[config.mk]
export PLATFORM = sky130hd
export DESIGN_NAME = pdm_front
export DESIGN_NICKNAME = d
export VERILOG_FILES = /design/src/sv/pdm_pkg.sv /design/src/sv/pdm_front.sv
export SDC_FILE = /design/constraint.sdc
export NUM_CORES = 1
export LEC_CHECK = 0
export BUFFER_PORTS_ARGS = -buffer_cell sky130_fd_sc_hd__buf_2
export CAP_MARGIN = 20
export CORE_AREA = 10 10 73 121
export DETAILED_ROUTE_END_ITERATION = 10
export DIE_AREA = 0 0 83 131
export PLACE_DENSITY_LB_ADDON = 0.08
export SLEW_MARGIN = 20
export SYNTH_ARGS = -nofsm -noshare
export SYNTH_HDL_FRONTEND = slang
export SYNTH_SLANG_ARGS = --single-unit
[constraint.sdc]
create_clock -name clk_i -period 5 [get_ports clk_i]
set_input_delay 1.25 -clock clk_i [delete_from_list [all_inputs] [get_ports clk_i]]
set_output_delay 1.25 -clock clk_i [all_outputs]
set_load 0.02 [all_outputs]
[src/sv/pdm_pkg.sv]
`default_nettype none

package pdm_pkg;

  // field widths fixed by the item format
  localparam int DOC_W      = 10;
  localparam int OFFSET_W   = 32;
  localparam int CFG_IDX_W  = 2;
  localparam int CFG_DATA_W = 10;

  // depth of the queue between front and back
  localparam int QUEUE_DEPTH = 2;

  // command codes
  localparam logic CMD_LOAD = 1'b0;
  localparam logic CMD_MAP  = 1'b1;

  // configuration register indexes
  localparam logic [CFG_IDX_W-1:0] REG_DOC_COUNT  = 2'd0;
  localparam logic [CFG_IDX_W-1:0] REG_MERGE_MODE = 2'd1;

  // request class decided at the front
  typedef enum logic [1:0] {
    KIND_LOAD,
    KIND_SKIP,
    KIND_MAP
  } kind_e;

  // configuration seen by the search engine
  typedef struct packed {
    logic [DOC_W-1:0] doc_count;
    logic             merge_mode;
  } cfg_t;

  // head of the request queue
  typedef struct packed {
    logic  valid;
    kind_e kind;
    logic  last;
  } head_t;

endpackage

`default_nettype wire

[src/sv/pdm_front.sv]
`default_nettype none

module pdm_front #(
  parameter int TABLE_DEPTH    = 1024,
  parameter int POSITION_WIDTH = 32
) (
  input  wire logic                           clk_i,
  input  wire logic                           rst_ni,
  input  wire logic                           push_i,
  output logic                                full_o,
  input  wire logic                           command_i,
  input  wire logic [pdm_pkg::DOC_W-1:0]      entry_index_i,
  input  wire logic [POSITION_WIDTH-1:0]      position_i,
  input  wire logic                           last_in_list_i,
  output pdm_pkg::head_t                      head_o,
  output logic      [pdm_pkg::DOC_W-1:0]      head_index_o,
  output logic      [POSITION_WIDTH-1:0]      head_position_o,
  input  wire logic                           head_pop_i
);

  localparam int QD    = pdm_pkg::QUEUE_DEPTH;
  localparam int PTR_W = $clog2(QD);
  localparam int CNT_W = $clog2(QD + 1);

  pdm_pkg::kind_e                kind_q  [QD];
  logic [pdm_pkg::DOC_W-1:0]     index_q [QD];
  logic [POSITION_WIDTH-1:0]     pos_q   [QD];
  logic                          last_q  [QD];

  logic [PTR_W-1:0] wr_q, wr_d;
  logic [PTR_W-1:0] rd_q, rd_d;
  logic [CNT_W-1:0] cnt_q, cnt_d;

  pdm_pkg::kind_e kind_in;
  logic           wr_en;
  logic           rd_en;

  // classify the incoming request
  always_comb begin
    if (command_i == pdm_pkg::CMD_MAP) begin
      kind_in = pdm_pkg::KIND_MAP;
    end else if (int'(entry_index_i) < TABLE_DEPTH) begin
      kind_in = pdm_pkg::KIND_LOAD;
    end else begin
      kind_in = pdm_pkg::KIND_SKIP;
    end
  end

  assign full_o = (cnt_q == CNT_W'(QD));
  assign wr_en  = push_i && !full_o;
  assign rd_en  = head_pop_i && (cnt_q != '0);

  // queue pointers and fill count
  always_comb begin
    wr_d  = wr_en ? wr_q + 1'b1 : wr_q;
    rd_d  = rd_en ? rd_q + 1'b1 : rd_q;
    cnt_d = cnt_q;
    if (wr_en && !rd_en) begin
      cnt_d = cnt_q + 1'b1;
    end else if (rd_en && !wr_en) begin
      cnt_d = cnt_q - 1'b1;
    end
  end

  always_ff @(posedge clk_i or negedge rst_ni) begin
    if (!rst_ni) begin
      wr_q  <= '0;
      rd_q  <= '0;
      cnt_q <= '0;
    end else begin
      wr_q  <= wr_d;
      rd_q  <= rd_d;
      cnt_q <= cnt_d;
    end
  end

  // queue storage
  always_ff @(posedge clk_i) begin
    if (wr_en) begin
      kind_q[wr_q]  <= kind_in;
      index_q[wr_q] <= entry_index_i;
      pos_q[wr_q]   <= position_i;
      last_q[wr_q]  <= last_in_list_i;
    end
  end

  // head of queue toward the search engine
  always_comb begin
    head_o.valid    = (cnt_q != '0);
    head_o.kind     = kind_q[rd_q];
    head_o.last     = last_q[rd_q];
    head_index_o    = index_q[rd_q];
    head_position_o = pos_q[rd_q];
  end

endmodule

`default_nettype wire

==> metrics.md, run 1 <==
| Metric | Value |
|---|---|
| CTS max path bufs | 2 |
| Slew @ Worst Pin | 1.030 ns |
| R2r startpoint | cnt_q[0] |
| FP Rows | 40 |
| Height of the die | 131 um |
| Peak supply drop | 0.0004992 V |
| ANT nets after route | 0 |
| Iter 0 DRT Violations | 90 |
| Syn_area_per_cell | 22.70 um2 |
| Busiest grt layer | met2 |
| Root Driver | clkbuf_16 |
| Post-layout util | 0.6368 |
| R2r endpoint | pos_q[0][18] |
| CTS H-tree lvls | 3 |
| Initial antenna violation count | 0 |
| CP Max Fanout | 23 |
| Setup CP Type | flip-flop to output pin |
| Leak | 1.765 nW |
| First-pass GRT wire length | 9701 um |
| Final global-route overflow total | 0 |
| Post-Syn Instances | 158 |
| TritonCTS Buffers | 9 |
| Total GRT Usage | 0.1186 |
| Final Wtd Congestion | 0.6765 |
| DRC | 0 |
| CTS tree | done |
| Area contributors post-synth | edfxtp_1 (74%), mux2_4 (16%), dfrtp_1 (2.8%) |
| WL final | 6284 um |
| Routed len/inst | 18.16 um |
| Distinct cells, synth | 18 |
| Startpoint Class | flip-flop |
| Max_slew headroom | 0.3136 |
| Pins Over Slew Limit | 0 |
| Via count | 1729 |
| GR Util met3 | 0.04771 |
| R2r worst-path depth | 4 |
| Max-Cap Viols | 0 |
| Required time of the critical path | 3.75 ns |
| Total Negative Setup Slacks | 0 ns |
| Most frequent cells in the layout | buf_2 (93), edfxtp_1 (88), mux2_4 (39) |
| Core area | 6807 um2 |
| Yosys warning count | 0 |
| Resize count post-CTS | 0 |
| Die ar. | 10870 um2 |
| Post-CTS Hold Fix Bufs | 0 |
| Vias in the first global route | 1916 |
| Commonest non-fill, non-tap cell in the layout | buf_2 |
| Area of the multi-input gates | 747.0 um2 |
| Post-Place Cell Area | 4084 um2 |
| FF/Latch Area | 2744 um2 |
| Critical path arrival | 2.22 ns |
| Hold Vio Cnt, Final | 0 |
| Min-delay worst type | flip-flop to flip-flop |
| Met1 GRT Util | 0.1120 |
| Total power | 2.661 mW |
| Clk_skew | 0.003389 ns |
| Synthesized net count | 207 |
| Register bit total from synthesis | 92 |
| Largest net degree at the start of global routing | 45 |
| Met2 usage | 0.2108 |
| Critical Path Sink Type | output pin |
| Seq/Total Area, Yosys | 0.7646 |
| Worst-Skew Late Latency | 0.34 ns |
| Number of setup violations in the final report | 0 |
| RSZ-0062 raised after global routing | no |
| Peak Freq | 288.5 MHz |
| Fill count | 529 |
| Clk sinks | 92 |
| Clk slew on worst S/H paths | 0.06 ns |
| Worst Setup SP | rd_q |
| Area Growth Syn to Fin | 20.82% |
| Synth top area share | 0.7367 |
| Period utilization | 0.6932 |
| Port bufs | 93 |
| Post-synth top area cell | edfxtp_1 |
| Critical Path End | head_o[0] |
| Min Tclk post-route | 3.466 ns |
| Number of antenna diodes | 0 |
| Io pins | 95 |
| FF-to-FF setup slack | 2.90 ns |
| Die X | 83 um |
| Status | complete, no violations |
| DP HPWL | 4521 um |
| Post-DR vias/cell | 4.997 |
| Power Density | 614.0 nW/um2 |
| Share of cells above drive strength 1 | 0.5878 |
| Post-Syn Area | 3587 um2 |
| Post-CTS Setup Inserts | 0 |
| Layout Nets | 307 |
| Iteration count of the initial detailed-routing pass | 4 |
| Design area | 4334 um2 |
| Initial cell density of the core | 0.5270 |
## cells by family (layout without fill, tap and decap cells)
group | Yosys count | count (layout) | synth area share
multiplexers | 44 | 44 | 0.1789
flip-flops | 92 | 92 | 0.7646
XOR/XNOR | 5 | 5 | 0.01221
other | 1 | 1 | 0.001045
AND/OR/NAND/NOR | 7 | 7 | 0.01012
buffers and inverters | 8 | 112 | 0.02965
adder cells (fa/ha/maj) | 1 | 1 | 0.003487
## registers in the layout (all words and copies together), names as in the netlist
register,count
kind_q,2
index_q,20
wr_q,1
last_q,2
cnt_q,2
pos_q,64
rd_q,1
## area by class of cell
cell class | count | area share
clock buffer | 11 | 0.05370
clock inverter | 4 | 0.004042
inverter | 2 | 0.001732
multi-input combinational | 58 | 0.1723
sequential | 92 | 0.6331
tap | 84 | 0.02425
timing repair buffer | 95 | 0.1109
## per-layer routing
layer | vias to the layer above | share of wire
met1 | 842 | 0.34
met4 | 0 | 0.025
met3 | 14 | 0.065
met2 | 62 | 0.57
li1 | 811 | -
met5 | - | 0
## worst max-delay path, stage by stage, from the launching register on
cell	delay (ns)
dfrtp_2	0.82
buf_4	0.50
mux2_2	0.38
buf_2	0.16
## metrics by stage
stage | hold slack, ns | setup slack [ns] | cells
CTS | 0.5007 | 1.475 | 346
floorplan | 0.4564 | 1.366 | 158
global route | 0.5258 | 1.427 | 346
detailed placement | 0.4865 | 1.848 | 331
finish | 0.4989 | 1.534 | 346
global placement | 0.4900 | 1.865 | 331
## Yosys cell counts, drive strengths merged
master / instances
nor2: 2
buf: 6
inv: 2
ha: 1
xnor2: 3
mux2: 44
nand2: 2
edfxtp: 88
and3: 1
or2: 1
conb: 1
xor2: 2
dfrtp: 4
nand2b: 1
## worst min-delay path by stage
stage / to / cells past startpoint / start
after floorplan: cnt_q[1] / 1 / cnt_q[1]
after global placement: cnt_q[1] / 1 / cnt_q[1]
after detailed placement: cnt_q[1] / 1 / cnt_q[1]
after CTS: cnt_q[1] / 1 / cnt_q[1]
after global routing: cnt_q[1] / 1 / cnt_q[1]
final: cnt_q[1] / 1 / cnt_q[1]
## report_power, final
group	leakage, nW	total, mW	switching [mW]	internal, mW
clock	0.124	0.580	0.251	0.329
sequential	0.863	1.16	0.0969	1.06
combinational	0.777	0.925	0.504	0.420
total	1.76	2.66	0.853	1.81
Power figures use the tool's default switching activity.
==> run 2: changes to the inputs <==
--- a/config.mk
+++ b/config.mk
@@ -5,11 +5,12 @@
 export SDC_FILE = /design/constraint.sdc
 export NUM_CORES = 1
 export LEC_CHECK = 0
+export ABC_AREA = 1
 export BUFFER_PORTS_ARGS = -buffer_cell sky130_fd_sc_hd__buf_2
 export CAP_MARGIN = 20
-export CORE_AREA = 10 10 73 121
+export CORE_AREA = 10 10 77 127
 export DETAILED_ROUTE_END_ITERATION = 10
-export DIE_AREA = 0 0 83 131
+export DIE_AREA = 0 0 87 137
 export PLACE_DENSITY_LB_ADDON = 0.08
 export SLEW_MARGIN = 20
 export SYNTH_ARGS = -nofsm -noshare
==> constraint.sdc (replaced) <==
create_clock -name clk_i -period 3 [get_ports clk_i]
set_input_delay 0.75 -clock clk_i [delete_from_list [all_inputs] [get_ports clk_i]]
set_output_delay 0.75 -clock clk_i [all_outputs]
set_load 0.02 [all_outputs]
==> run 2 against run 1 <==
Global-route usage grew 0.32 points. Critical path depth is 1 higher. Via count up 24%. Non-clock buffer count rose by 2. Area after synthesis shrank 2.9%. Flip-flop and latch count unchanged. Cell area is the same. Die area is 9.6% higher. Worst hold slack got worse by 0.29 ns. Power rose by 76%. Clock power up 110%. Wire length rose by 12%. Largest cell class unchanged.
==> metrics.md, run 2 <==
| Metric | Value |
|---|---|
| Clk slew on worst S/H paths | 0.06 ns (about the same) |
| Commonest non-fill, non-tap cell in the layout | nand2_1 |
| DRC | 0 (unchanged) |
| Height of the die | 137 um (+4.6%) |
| Post-layout util | 0.5688 (-0.06796) |
| TritonCTS Buffers | 9 (unchanged) |
| Switching pwr | 1.671 mW (+96%) |
| Total power | 4.681 mW (+76%) |
| Peak supply drop | 0.0005014 V (+0.43%) |
| CP Max Fanout | 25 (+8.7%) |
| Layout Nets | 410 (+34%) |
| Startpoint Class | flip-flop |
| Leak | 1.908 nW (+8.1%) |
| Root Driver | clkbuf_16 |
| Fill count | 647 (+22%) |
| Clk sinks | 92 (unchanged) |
| CTS max path bufs | 2 (unchanged) |
| Number of setup violations in the final report | 0 (unchanged) |
| Peak Freq | 408.8 MHz |
| Post-DR vias/cell | 4.720 (-5.5%) |
| Worst setup margin | 0.5538 ns (-0.9801 ns) |
| Largest net degree at the start of global routing | 46 (+2.2%) |
| Post-synth EDFFs | 88 (unchanged) |
| Top_reg_cell synth | edfxtp_1 |
| Routed len/inst | 15.57 um (-14%) |
| Die ar. | 11920 um2 (+9.6%) |
| Register bit total from synthesis | 92 (unchanged) |
| Status | complete, no violations |
| Final global-route overflow total | 0 (unchanged) |
| Total Negative Setup Slacks | 0 ns (unchanged) |
| Period utilization | 0.8154 |
| Logic pwr share | 0.334 (-0.013) |
| Slew @ Worst Pin | 0.5769 ns (-0.4528 ns) |
| DP HPWL | 4993 um (+10%) |
| Post-synth ARST share | 0.04348 (unchanged) |
| Post-Place Cell Area | 4001 um2 (-2.0%) |
| Commonest cells in the netlist | nand2_1 (141), edfxtp_1 (88), buf_6 (6), inv_1 (6) |
| Most frequent cells in the layout | nand2_1 (141), buf_2 (93), edfxtp_1 (88) |
| Max-Cap Viols | 0 (unchanged) |
| RSZ-0062 raised after global routing | no |
| Resize count post-CTS | 0 (unchanged) |
| Power Density | 1080 nW/um2 (+76%) |
| Syn_area_per_cell | 13.25 um2 (-42%) |
| Sw Share | 0.3569 (+0.03657) |
| Initial antenna violation count | 0 (unchanged) |
| Internal power | 3.010 mW (+66%) |
| Placed Instances | 438 (+32%) |
| Clk_skew | 0.003586 ns (+0.0001977 ns) |
| First-pass GRT wire length | 10880 um (+12%) |
| Max_slew headroom | 0.6154 (+0.3018) |
| Post-Syn Instances | 263 (+66%) |
| Worst-Skew Late Latency | 0.33 ns (about the same) |
| Post-place setup slack | 0.8941 ns (-0.9537 ns) |
| Met1 GRT Util | 0.1180 (+0.005998) |
| Io pins | 95 (unchanged) |
| Met2 usage | 0.2122 (+0.001417) |
| Vias in the first global route | 2286 (+19%) |
| Min-delay worst type | input pin to asynchronous set/reset pin |
| Iteration count of the initial detailed-routing pass | 4 (unchanged) |
| Setup CP Type | flip-flop to output pin |
| Sequential Power Share | 0.402 (-0.033) |
| Distinct cells, synth | 18 (unchanged) |
| Iter 0 DRT Violations | 148 (+64%) |
| Design area | 4334 um2 (unchanged) |
| Reg with most FFs | pos_q |
| Synthesized net count | 312 (+51%) |
| Seq/Total Area, Yosys | 0.7871 (+0.02251) |
| Area Growth Syn to Fin | 24.38% |
| Max FFs per register | 64 (unchanged) |
| Critical path arrival | 1.70 ns (-0.52 ns) |
| Share of cells above drive strength 1 | 0.3279 (-0.2599) |
| Number of antenna diodes | 0 (unchanged) |
| Critical Path Sink Type | output pin |
| Post-CTS Setup Inserts | 0 (unchanged) |
| Worst Setup SP | rd_q |
| Leading registers by flop count | pos_q (64), index_q (20) |
| WL final | 7067 um (+12%) |
| CTS tree | done |
| Core area | 7620 um2 (+12%) |
| Min Tclk post-route | 2.446 ns |
| FP Rows | 42 (+5.0%) |
| Post-CTS Hold Fix Bufs | 0 (unchanged) |
| Yosys warning count | 0 (unchanged) |
| Port bufs | 93 (unchanged) |
| Final Non-Filler Cells | 454 (+31%) |
| Post-synth top area cell | edfxtp_1 |
| GR Util met3 | 0.04048 (-0.007231) |
| Power share of the clock group | 0.264 (+0.046) |
| CTS H-tree lvls | 3 (unchanged) |
| Area contributors post-synth | edfxtp_1 (76%), nand2_1 (15%), dfrtp_1 (2.9%) |
| Most frequent cell after synthesis | nand2_1 |
| Post-Syn Area | 3485 um2 (-2.9%) |
| Initial cell density of the core | 0.4573 (-0.06971) |
| Die X | 87 um (+4.8%) |
| Total GRT Usage | 0.1218 (+0.003189) |
| Final Wtd Congestion | 0.7308 (+8.0%) |
| Hold Vio Cnt, Final | 0 (unchanged) |
| R2r startpoint | cnt_q[1] |
| Busiest grt layer | met2 |
| Required time of the critical path | 2.25 ns (-1.50 ns) |
| Synth top area share | 0.7583 (+0.02169) |
| Worst hold slack | 0.2129 ns (-0.2860 ns) |
| Pins Over Slew Limit | 0 (unchanged) |
| Via count | 2143 (+24%) |
| ANT nets after route | 0 (unchanged) |
-- run 2: path summary, 6_finish.rpt --
kind | endpoint | slack [ns] | cells past startpoint
max in group asynchronous | rd_q | 2.65 | 1
max reg2reg | pos_q[0][16] | 1.28 | 6
min reg2reg | wr_q | 0.48 | 2
min in group clk_i | wr_q | 0.48 | 2
max | head_index_o[5] | 0.55 | 4
min | wr_q | 0.21 | 1
-- run 2: layer usage --
layer,routed length (um),share of wire,up-vias
li1,-,-,1068
met1,2611,0.37,1001
met2,3774,0.53,58
met3,446,0.063,16
met4,234,0.033,0
met5,0,0,-
-- run 2: area by class of cell --
| type | instances | area, um2 | share of cell area |
|---|---|---|---|
| Tap cell | 88 | 110.1 | 0.02540 |
| Inverter | 8 | 35.03 | 0.008083 |
| Multi-Input combinational cell | 153 | 616.8 | 0.1423 |
| Timing Repair Buffer | 97 | 495.5 | 0.1143 |
| Sequential cell | 92 | 2744 | 0.6331 |
| Clock buffer | 11 | 232.7 | 0.05370 |
| Clock inverter | 5 | 100.1 | 0.02309 |
-- run 2: cells by family after synthesis --
| group | synth area share |
|---|---|
| AOI/OAI and AO/OA | 0.001435 |
| and+or+nand+nor | 0.1662 |
| adders and majority gates | 0.003590 |
| buffers and inverters | 0.03806 |
| other | 0.001076 |
| DFF | 0.7871 |
| xor gates and xnor gates | 0.002514 |
-- run 2: critical path, cell delays in order, from the launching register on --
cell     delay [ns]
dfrtp_2        0.66
buf_4          0.36
nand2_1        0.08
nand2_1        0.08
buf_2          0.17
-- run 2: power groups by stage --
| stage | combinational, mW | sequential, mW | clock [mW] |
|---|---|---|---|
| after floorplan | 1.16 | 1.85 | 0 |
| after global placement | 1.60 | 1.90 | 0 |
| after detailed placement | 1.61 | 1.91 | 0 |
| after CTS | 1.62 | 1.88 | 1.27 |
| after global routing | 1.73 | 1.91 | 1.33 |
| final | 1.56 | 1.88 | 1.24 |
